[config.mk]
export PLATFORM = sky130hd
export DESIGN_NAME = best_fit_heap_allocator_flat
export DESIGN_NICKNAME = d
export VERILOG_FILES = /design/src/hdl/bfha_pkg.sv /design/src/hdl/bfha_if.sv /design/src/hdl/bfha_ram.sv /design/src/hdl/best_fit_heap_allocator.sv /design/src/flat_wrapper.sv
export SDC_FILE = /design/constraint.sdc
export NUM_CORES = 1
export LEC_CHECK = 0
export ABC_AREA = 1
export BUFFER_PORTS_ARGS = -buffer_cell sky130_fd_sc_hd__clkbuf_2
export CAP_MARGIN = 20
export CORE_MARGIN = 2
export CORE_UTILIZATION = 60
export CTS_CLUSTER_SIZE = 8
export DETAILED_ROUTE_END_ITERATION = 8
export PLACE_DENSITY_LB_ADDON = 0.25
export REMOVE_ABC_BUFFERS = 1
export SYNTH_ARGS = -nofsm -noshare
export SYNTH_HDL_FRONTEND = slang
export SYNTH_SLANG_ARGS = --single-unit
[constraint.sdc]
create_clock -name clk -period 4.74 [get_ports clk]
set_input_delay 0.711 -clock clk [delete_from_list [all_inputs] [get_ports clk]]
set_output_delay 0.711 -clock clk [all_outputs]
set_load 0.01 [all_outputs]
[src/hdl/bfha_pkg.sv]
`timescale 1ns / 1ps
package bfha_pkg;
    localparam int FUNC_W = 1;
    localparam int FIELD_W = 12;
    localparam int STATUS_W = 2;

    localparam logic FUNC_ALLOC = 1'b0;
    localparam logic FUNC_FREE  = 1'b1;

    typedef enum logic [1:0] {
        ST_OK      = 2'd0,
        ST_NO_FIT  = 2'd1,
        ST_FULL    = 2'd2,
        ST_UNKNOWN = 2'd3
    } status_t;
endpackage

[src/hdl/bfha_if.sv]
`timescale 1ns / 1ps
interface bfha_req_if;
    logic        valid;
    logic        ready;
    logic        func;
    logic [11:0] req_size;
    logic [11:0] data_offset;
    modport source (output valid, func, req_size, data_offset, input ready);
    modport sink   (input valid, func, req_size, data_offset, output ready);
endinterface

interface bfha_rsp_if;
    logic        valid;
    logic        ready;
    logic [11:0] alloc_offset;
    logic [1:0]  status;
    modport source (output valid, alloc_offset, status, input ready);
    modport sink   (input valid, alloc_offset, status, output ready);
endinterface

[src/hdl/bfha_ram.sv]
`timescale 1ns / 1ps
module bfha_ram #(
    parameter int WIDTH = 8,
    parameter int DEPTH = 32
) (
    input  logic                     clk,
    input  logic                     we,
    input  logic [$clog2(DEPTH)-1:0] waddr,
    input  logic [WIDTH-1:0]         wdata,
    input  logic [$clog2(DEPTH)-1:0] raddr,
    output logic [WIDTH-1:0]         rdata
);
    logic [WIDTH-1:0] mem [DEPTH];

    // one write, one registered read
    always_ff @(posedge clk)
    begin
        if (we)
        begin
            mem[waddr] <= wdata;
        end
        rdata <= mem[raddr];
    end
endmodule

[src/hdl/best_fit_heap_allocator.sv]
`timescale 1ns / 1ps
// Best-fit allocator over an address-ordered segment table held in one RAM
// (offset, size, used per entry). One request is handled at a time: ready is
// low until the response is taken. An allocate scans all segments and, when it
// succeeds, moves the tail of the table up by one entry for the split. A free
// scans for the offset, marks the segment free and may move the tail down once
// or twice; a free that merges on both sides near the head of a full table is
// the slowest case. A free of offset 0 skips the scan. Every step uses one RAM
// read and one write port. No clearing pass.
module best_fit_heap_allocator #(
    parameter int ARENA_BYTES  = 4096,
    parameter int HEADER_BYTES = 16,
    parameter int MAX_SEGMENTS = 32
) (
    input  logic clk,
    input  logic rst_n,
    bfha_req_if.sink   req,
    bfha_rsp_if.source rsp
);
    import bfha_pkg::*;

    localparam int IW = $clog2(MAX_SEGMENTS);
    localparam int CW = $clog2(MAX_SEGMENTS + 1);
    localparam int EW = 2 * FIELD_W + 1;
    localparam logic [FIELD_W-1:0] HDR = FIELD_W'(HEADER_BYTES);
    localparam logic [FIELD_W-1:0] SIZE0 = FIELD_W'(ARENA_BYTES - HEADER_BYTES);
    localparam logic [CW-1:0] MAXC = CW'(MAX_SEGMENTS);

    typedef enum logic [3:0] {
        S_IDLE, S_SCAN_RD, S_SCAN_CHK, S_DECIDE, S_SHUP_RD, S_SHUP_WR,
        S_SPLIT, S_FREE_NX, S_FREE_NXCHK, S_FREE_PV, S_FREE_PVCHK,
        S_SHDN_RD, S_SHDN_WR, S_RESP
    } state_t;

    state_t state_reg;
    logic   func_reg;
    logic [FIELD_W-1:0] req_reg, doff_reg;
    logic [CW-1:0] cnt_reg;
    logic [IW-1:0] idx_reg, best_reg, tgt_reg, rmv_reg;
    logic [FIELD_W:0] best_sz_reg;
    logic found_reg, pv_phase_reg;
    logic [FIELD_W-1:0] cur_off_reg, cur_sz_reg;
    logic [FIELD_W-1:0] out_off_reg;
    status_t status_reg;
    logic init_reg;

    // table RAM
    logic          we;
    logic [IW-1:0] waddr, raddr;
    logic [EW-1:0] wdata, rdata;

    bfha_ram #(.WIDTH(EW), .DEPTH(MAX_SEGMENTS)) u_tbl (
        .clk(clk), .we(we), .waddr(waddr), .wdata(wdata),
        .raddr(raddr), .rdata(rdata)
    );

    logic [FIELD_W-1:0] r_off, r_sz;
    logic               r_used;
    assign r_off  = rdata[2*FIELD_W:FIELD_W+1];
    assign r_sz   = rdata[FIELD_W:1];
    assign r_used = rdata[0];

    // shared adder
    logic [FIELD_W:0] need;
    assign need = {1'b0, req_reg} + {1'b0, HDR};

    logic [FIELD_W-1:0] merged;
    assign merged = cur_sz_reg + r_sz + HDR;

    // RAM ports
    always_comb
    begin
        we = 1'b0;
        waddr = idx_reg;
        wdata = rdata;
        raddr = idx_reg;
        case (state_reg)
            S_IDLE:
            begin
                we = init_reg;
                waddr = '0;
                wdata = {{FIELD_W{1'b0}}, SIZE0, 1'b0};
                raddr = '0;
            end
            S_SHUP_RD: raddr = idx_reg - IW'(1);
            S_SHUP_WR:
            begin
                we = 1'b1;
                waddr = idx_reg;
            end
            S_SPLIT:
            begin
                we = 1'b1;
                waddr = pv_phase_reg ? best_reg : best_reg + IW'(1);
                wdata = pv_phase_reg ? {cur_off_reg, cur_sz_reg, 1'b0}
                                     : {out_off_reg - HDR, req_reg, 1'b1};
            end
            S_FREE_NX:    raddr = tgt_reg + IW'(1);
            S_FREE_PV:    raddr = tgt_reg - IW'(1);
            // target written free, absorbing a free next entry
            S_FREE_NXCHK:
            begin
                we = 1'b1;
                waddr = tgt_reg;
                wdata = {cur_off_reg,
                         (!pv_phase_reg && !r_used) ? merged : cur_sz_reg, 1'b0};
            end
            // a free previous entry absorbs the target
            S_FREE_PVCHK:
            begin
                we = !r_used;
                waddr = tgt_reg - IW'(1);
                wdata = {r_off, merged, 1'b0};
            end
            S_SHDN_RD: raddr = idx_reg + IW'(1);
            S_SHDN_WR:
            begin
                we = 1'b1;
                waddr = idx_reg;
            end
            default: ;
        endcase
    end

    // sequencer
    always_ff @(posedge clk or negedge rst_n)
    begin
        if (!rst_n)
        begin
            state_reg <= S_IDLE;
            cnt_reg <= CW'(1);
            init_reg <= 1'b1;
            pv_phase_reg <= 1'b0;
            found_reg <= 1'b0;
        end
        else
        begin
            case (state_reg)
                S_IDLE:
                begin
                    init_reg <= 1'b0;
                    if (req.valid && !init_reg)
                    begin
                        func_reg <= req.func;
                        req_reg <= req.req_size;
                        doff_reg <= req.data_offset;
                        idx_reg <= '0;
                        found_reg <= 1'b0;
                        pv_phase_reg <= 1'b0;
                        best_sz_reg <= (FIELD_W+1)'(ARENA_BYTES) + 1'b1;
                        out_off_reg <= '0;
                        status_reg <= ST_OK;
                        if (req.func == FUNC_FREE && req.data_offset == '0)
                            state_reg <= S_RESP;
                        else
                            state_reg <= S_SCAN_RD;
                    end
                end
                S_SCAN_RD: state_reg <= S_SCAN_CHK;
                S_SCAN_CHK:
                begin
                    if (func_reg == FUNC_ALLOC)
                    begin
                        if (!r_used && {1'b0, r_sz} >= need &&
                            {1'b0, r_sz} <= best_sz_reg)
                        begin
                            best_reg <= idx_reg;
                            best_sz_reg <= {1'b0, r_sz};
                            cur_off_reg <= r_off;
                            cur_sz_reg <= r_sz;
                            found_reg <= 1'b1;
                        end
                    end
                    else if (!found_reg && r_off + HDR == doff_reg)
                    begin
                        found_reg <= 1'b1;
                        tgt_reg <= idx_reg;
                        cur_off_reg <= r_off;
                        cur_sz_reg <= r_sz;
                    end
                    if (CW'(idx_reg) + CW'(1) == cnt_reg)
                        state_reg <= S_DECIDE;
                    else
                    begin
                        idx_reg <= idx_reg + IW'(1);
                        state_reg <= S_SCAN_RD;
                    end
                end
                S_DECIDE:
                begin
                    if (func_reg == FUNC_ALLOC)
                    begin
                        if (!found_reg)
                        begin
                            status_reg <= ST_NO_FIT;
                            state_reg <= S_RESP;
                        end
                        else if (cnt_reg >= MAXC)
                        begin
                            status_reg <= ST_FULL;
                            state_reg <= S_RESP;
                        end
                        else
                        begin
                            cur_sz_reg <= cur_sz_reg - need[FIELD_W-1:0];
                            out_off_reg <= cur_off_reg + HDR
                                           + (cur_sz_reg - need[FIELD_W-1:0]) + HDR;
                            idx_reg <= cnt_reg[IW-1:0];
                            if (CW'(best_reg) + CW'(1) == cnt_reg)
                                state_reg <= S_SPLIT;
                            else
                                state_reg <= S_SHUP_RD;
                        end
                    end
                    else if (!found_reg)
                    begin
                        status_reg <= ST_UNKNOWN;
                        state_reg <= S_RESP;
                    end
                    else if (CW'(tgt_reg) + CW'(1) < cnt_reg)
                        state_reg <= S_FREE_NX;
                    else
                    begin
                        // no next entry: mark the target free, then check the previous entry
                        pv_phase_reg <= 1'b1;
                        state_reg <= S_FREE_NXCHK;
                    end
                end
                // move entries up from count-1 down to best+1
                S_SHUP_RD: state_reg <= S_SHUP_WR;
                S_SHUP_WR:
                begin
                    if (idx_reg - IW'(1) == best_reg + IW'(1))
                        state_reg <= S_SPLIT;
                    else
                    begin
                        idx_reg <= idx_reg - IW'(1);
                        state_reg <= S_SHUP_RD;
                    end
                end
                // write new used entry then shrunk entry
                S_SPLIT:
                begin
                    if (pv_phase_reg)
                    begin
                        cnt_reg <= cnt_reg + CW'(1);
                        state_reg <= S_RESP;
                    end
                    pv_phase_reg <= 1'b1;
                end
                S_FREE_NX: state_reg <= S_FREE_NXCHK;
                S_FREE_NXCHK:
                begin
                    // writes the target as free (merged when next is free)
                    if (!pv_phase_reg && !r_used)
                    begin
                        cur_sz_reg <= merged;
                        rmv_reg <= tgt_reg + IW'(1);
                        idx_reg <= tgt_reg + IW'(1);
                        state_reg <= S_SHDN_RD;
                    end
                    else
                        state_reg <= (tgt_reg != '0) ? S_FREE_PV : S_RESP;
                    pv_phase_reg <= 1'b1;
                end
                S_FREE_PV: state_reg <= S_FREE_PVCHK;
                S_FREE_PVCHK:
                begin
                    // previous entry is written only when it is free
                    if (!r_used)
                    begin
                        idx_reg <= tgt_reg;
                        rmv_reg <= tgt_reg;
                        pv_phase_reg <= 1'b0;
                        state_reg <= S_SHDN_RD;
                    end
                    else
                        state_reg <= S_RESP;
                end
                // move entries down over the removed one
                S_SHDN_RD:
                begin
                    if (CW'(idx_reg) + CW'(1) >= cnt_reg)
                    begin
                        cnt_reg <= cnt_reg - CW'(1);
                        if (rmv_reg != tgt_reg && tgt_reg != '0)
                            state_reg <= S_FREE_PV;
                        else
                            state_reg <= S_RESP;
                    end
                    else
                        state_reg <= S_SHDN_WR;
                end
                S_SHDN_WR:
                begin
                    idx_reg <= idx_reg + IW'(1);
                    state_reg <= S_SHDN_RD;
                end
                S_RESP:
                begin
                    if (rsp.ready)
                        state_reg <= S_IDLE;
                end
                default: state_reg <= S_IDLE;
            endcase
        end
    end

    assign req.ready = (state_reg == S_IDLE) && !init_reg;
    assign rsp.valid = (state_reg == S_RESP);
    assign rsp.alloc_offset = (status_reg == ST_OK) ? out_off_reg : '0;
    assign rsp.status = status_reg;

    // checks
    a_cnt_bound: assert property (@(posedge clk) disable iff (!rst_n)
        cnt_reg != '0 && cnt_reg <= MAXC)
        else $error("segment count out of range");
    a_no_overlap: assert property (@(posedge clk) disable iff (!rst_n)
        !(req.ready && rsp.valid))
        else $error("ready while response pending");
    a_free_off: assert property (@(posedge clk) disable iff (!rst_n)
        rsp.valid && func_reg == FUNC_FREE |-> rsp.alloc_offset == '0)
        else $error("free returned an offset");
endmodule

[src/flat_wrapper.sv]
// flat-port wrapper written by rule: the top's interface ports become plain ports
module best_fit_heap_allocator_flat import bfha_pkg::*;
#(
    parameter int ARENA_BYTES  = 4096,
    parameter int HEADER_BYTES = 16,
    parameter int MAX_SEGMENTS = 32
)
  (clk, rst_n, req_valid, req_func, req_req_size, req_data_offset, req_ready, rsp_valid, rsp_alloc_offset, rsp_status, rsp_ready);
  bfha_req_if req_i ();
  bfha_rsp_if rsp_i ();
  input  logic clk;
  input  logic rst_n;
  input wire logic [$bits(req_i.valid)-1:0] req_valid;
  input wire logic [$bits(req_i.func)-1:0] req_func;
  input wire logic [$bits(req_i.req_size)-1:0] req_req_size;
  input wire logic [$bits(req_i.data_offset)-1:0] req_data_offset;
  output wire logic [$bits(req_i.ready)-1:0] req_ready;
  output wire logic [$bits(rsp_i.valid)-1:0] rsp_valid;
  output wire logic [$bits(rsp_i.alloc_offset)-1:0] rsp_alloc_offset;
  output wire logic [$bits(rsp_i.status)-1:0] rsp_status;
  input wire logic [$bits(rsp_i.ready)-1:0] rsp_ready;
  assign req_i.valid = req_valid;
  assign req_i.func = req_func;
  assign req_i.req_size = req_req_size;
  assign req_i.data_offset = req_data_offset;
  assign req_ready = req_i.ready;
  assign rsp_valid = rsp_i.valid;
  assign rsp_alloc_offset = rsp_i.alloc_offset;
  assign rsp_status = rsp_i.status;
  assign rsp_i.ready = rsp_ready;
  best_fit_heap_allocator #(.ARENA_BYTES(ARENA_BYTES), .HEADER_BYTES(HEADER_BYTES), .MAX_SEGMENTS(MAX_SEGMENTS)) u_core (.clk(clk), .rst_n(rst_n), .req(req_i), .rsp(rsp_i));
endmodule
==> impl_metrics.toml <==
[place]
dp_cells = 5283
place.gp.congestion = 1.02
dpl_worst_slack_ns = 0.620
numPortBuffers = 44
dpl.hpwl_um = 73500

[hold_path]
timing.hold.worst.start = "req_req_size[10]"
timing.hold.worst.class = "in -> reg"
min_delay_path_depth = 1
timing.hold.worst_endpoint = "u_core.req_reg[10]$_DFFE_PP_"

[outcome]
outcome = "finished clean"

[yosys]
cell_area_after_technology_mapping_um2 = 44700
synth.most_common_cell = "nand2_1"
synth_top_area_cell = "edfxtp_1"
syn-instance-count = 4385
synth_enable_flop_cells = 896
synth_top_cells_by_area = "edfxtp_1, nand2_1, nand3_1"
postSynthAreaPerCell_um2 = 10.2
predominant_post_synthesis_flop_cell = "edfxtp_1"
synth.top_cells.by_count = "nand2_1, edfxtp_1, nand3_1"
ys_seq_elements = 934
post_synth_num_cell_types = 50
ys_async_rst_share = 0.0139
yosysWarnings = 0
yosysSeqAreaShare = 0.621
synth_top_area_share = 0.602

[clocking]
tritoncts_clock_tree = "built"
insertion_delay_ns = 0.73
worst_setup_hold_path_clk_slew_ns = 0.06
clock_sink_count = 934
ctsRootBufferMaster = "clkbuf_16"
cts_buffers = 135
cts_max_path_buffers = 3
h_tree_depth = 4

[global_route]
grt_overflow_total = 0
via_count_of_the_first_global_routing_pass = 31400
grt_pass1_wl_um = 183000
overall_global_routing_usage = 0.314
pin_count_of_the_biggest_net_entering_global_routing = 135
initial_antenna_violation_count = 1

[cells_and_area]
final_net_count = 4582
post_layout_nonfiller_instances = 5474
drive_gt1_frac = 0.0891
area_delta_synth_final_pct = 12.4
number_of_flip_flops_under_the_largest_register_name = 800

[sta]
max_freq_mhz = 240
rsz_0062_raised_after_global_routing = "no"
fin_crit_sh = 0.879
final.setup_skew_ns = 0.0467
worst-slew-pin-transition_ns = 1.18
final-setup-viol-count = 0
normalized_max_slew_margin = 0.213
hold_viol_final = 0
final_period_demand_of_the_worst_path_ns = 4.17
timing.final.max_slew_violations = 0
postLayoutSetupSlackWorst_ns = 0.575

[routing]
detail_route.drc_violations = 0
wl_um = 120000
route.detailed.wl_per_inst_um = 21.9
via_per_inst = 5.92
detailedRoute.firstPassIterationCount = 6
dr_total_vias = 32400
drt-initial-drc-count = 3857
ant_nets = 0

[worst_setup_path]
worst_setup_path_end_kind = "flip-flop"
worst-endpoint-arrival_ns = 4.48
worst_r2r_endpoint = "u_core.u_tbl.mem[6][9]$_DFFE_PP_"
worst-setup-path-type = "reg -> reg"
cp-start-kind = "flip-flop"
worstReg2RegStart = "u_core.state_reg[0]$_DFFE_PN0P_"
crit_required_ns = 5.06
r2r_cells = 9
critical_path.max_fanout = 25
timing.reg2reg.setup_slack_ns = 0.57

[die]
core-area_um2 = 74100
floorplan.rows = 100
die-height_um = 277
initial_core_util = 0.603
die_area_um2 = 76700
die_w_um = 277
io-pin-count = 45

[run]
max_cap_violations = 0
-- worst max-delay path, cell delays in order (launching register included) --
cell       delay, ns
dfrtp_1         0.44
nor2_1          0.23
inv_2           0.10
nor2_2          0.50
inv_1           0.26
nand3_1         0.41
o2111ai_1       0.17
o21ai_0         0.23
nand3_1         0.48
nor2_4          0.93
-- cells in the final DEF, fill, tap and decap left out, types with 18 or more instances in the layout --
cell	Yosys	final
nand2_1	1046	1043
edfxtp_1	896	896
nand3_1	688	688
inv_1	565	565
nand3b_1	253	253
clkbuf_16	0	137
nor2_1	147	115
ha_1	96	96
buf_4	19	86
a21oi_1	75	75
o21ai_0	74	71
o21ai_1	53	53
clkbuf_2	5	44
xor2_1	36	36
clkbuf_1	84	35
or2_2	34	34
nand4_1	31	31
dfxtp_1	25	25
xnor2_1	22	22
nor2_4	2	20
nor2_2	4	18
buf_12	0	18
-- worst max-delay path by stage --
stage | start | end | depth (start not counted)
final | u_core.state_reg[0]$_DFFE_PN0P_ | u_core.u_tbl.mem[6][9]$_DFFE_PP_ | 9
after global routing | u_core.state_reg[0]$_DFFE_PN0P_ | u_core.u_tbl.mem[18][5]$_DFFE_PP_ | 11
after CTS | u_core.state_reg[0]$_DFFE_PN0P_ | u_core.u_tbl.mem[14][10]$_DFFE_PP_ | 9
after detailed placement | u_core.state_reg[0]$_DFFE_PN0P_ | u_core.u_tbl.mem[14][13]$_DFFE_PP_ | 9
after global placement | u_core.state_reg[0]$_DFFE_PN0P_ | u_core.u_tbl.mem[14][8]$_DFFE_PP_ | 9
after floorplan | u_core.state_reg[0]$_DFFE_PN0P_ | u_core.u_tbl.rdata[0]$_DFF_P_ | 16
-- routing by layer --
layer,global-route usage,up-vias,wire length [um]
li1,-,15000,-
met1,0.427,15400,47900
met2,0.503,1658,56600
met3,0.0498,307,10700
met4,0.139,0,4910
met5,0,-,0
-- per-stage QoR --
stage	instance area (um^2)	utilization	TNS (ns)	hold WS [ns]
after floorplan	43700	-	-168.62	0.408
after global placement	46400	0.626	0	0.411
after detailed placement	46400	0.626	0	0.422
after CTS	50200	0.678	0	0.141
after global routing	50200	0.678	0	0.147
final	50200	0.678	0	0.165
-- logic make-up after synthesis --
| group | count (synthesis) | synth area share |
|---|---|---|
| and+or+nand+nor | 2226 | 0.233 |
| DFF | 934 | 0.621 |
| buffers and inverters | 793 | 0.0711 |
| AOI/OAI and AO/OA | 273 | 0.0349 |
| adders and majority gates | 100 | 0.0287 |
| xor gates and xnor gates | 59 | 0.0119 |
-- cell type report --
| type | instances | area [um^2] |
|---|---|---|
| clock inverter | 12 | 204 |
| inverter | 575 | 2160 |
| multi-input combinational | 2658 | 14100 |
| timing repair buffer | 149 | 1240 |
| antenna | 2 | 5.00 |
| tap | 969 | 1210 |
| clock buffer | 175 | 3600 |
| fill | 5528 | 23800 |
| sequential | 934 | 27700 |
-- timing repair --
item                      in CTS  in global routing
buffers inserted               0                  0
resized for setup              0                  0
hold buffers                   1                  0
hold endpoints to repair      11                  0
Power is left out: the tool's default activity adds up to more than one toggle a clock period on the data nets, which glitch-free logic cannot reach.
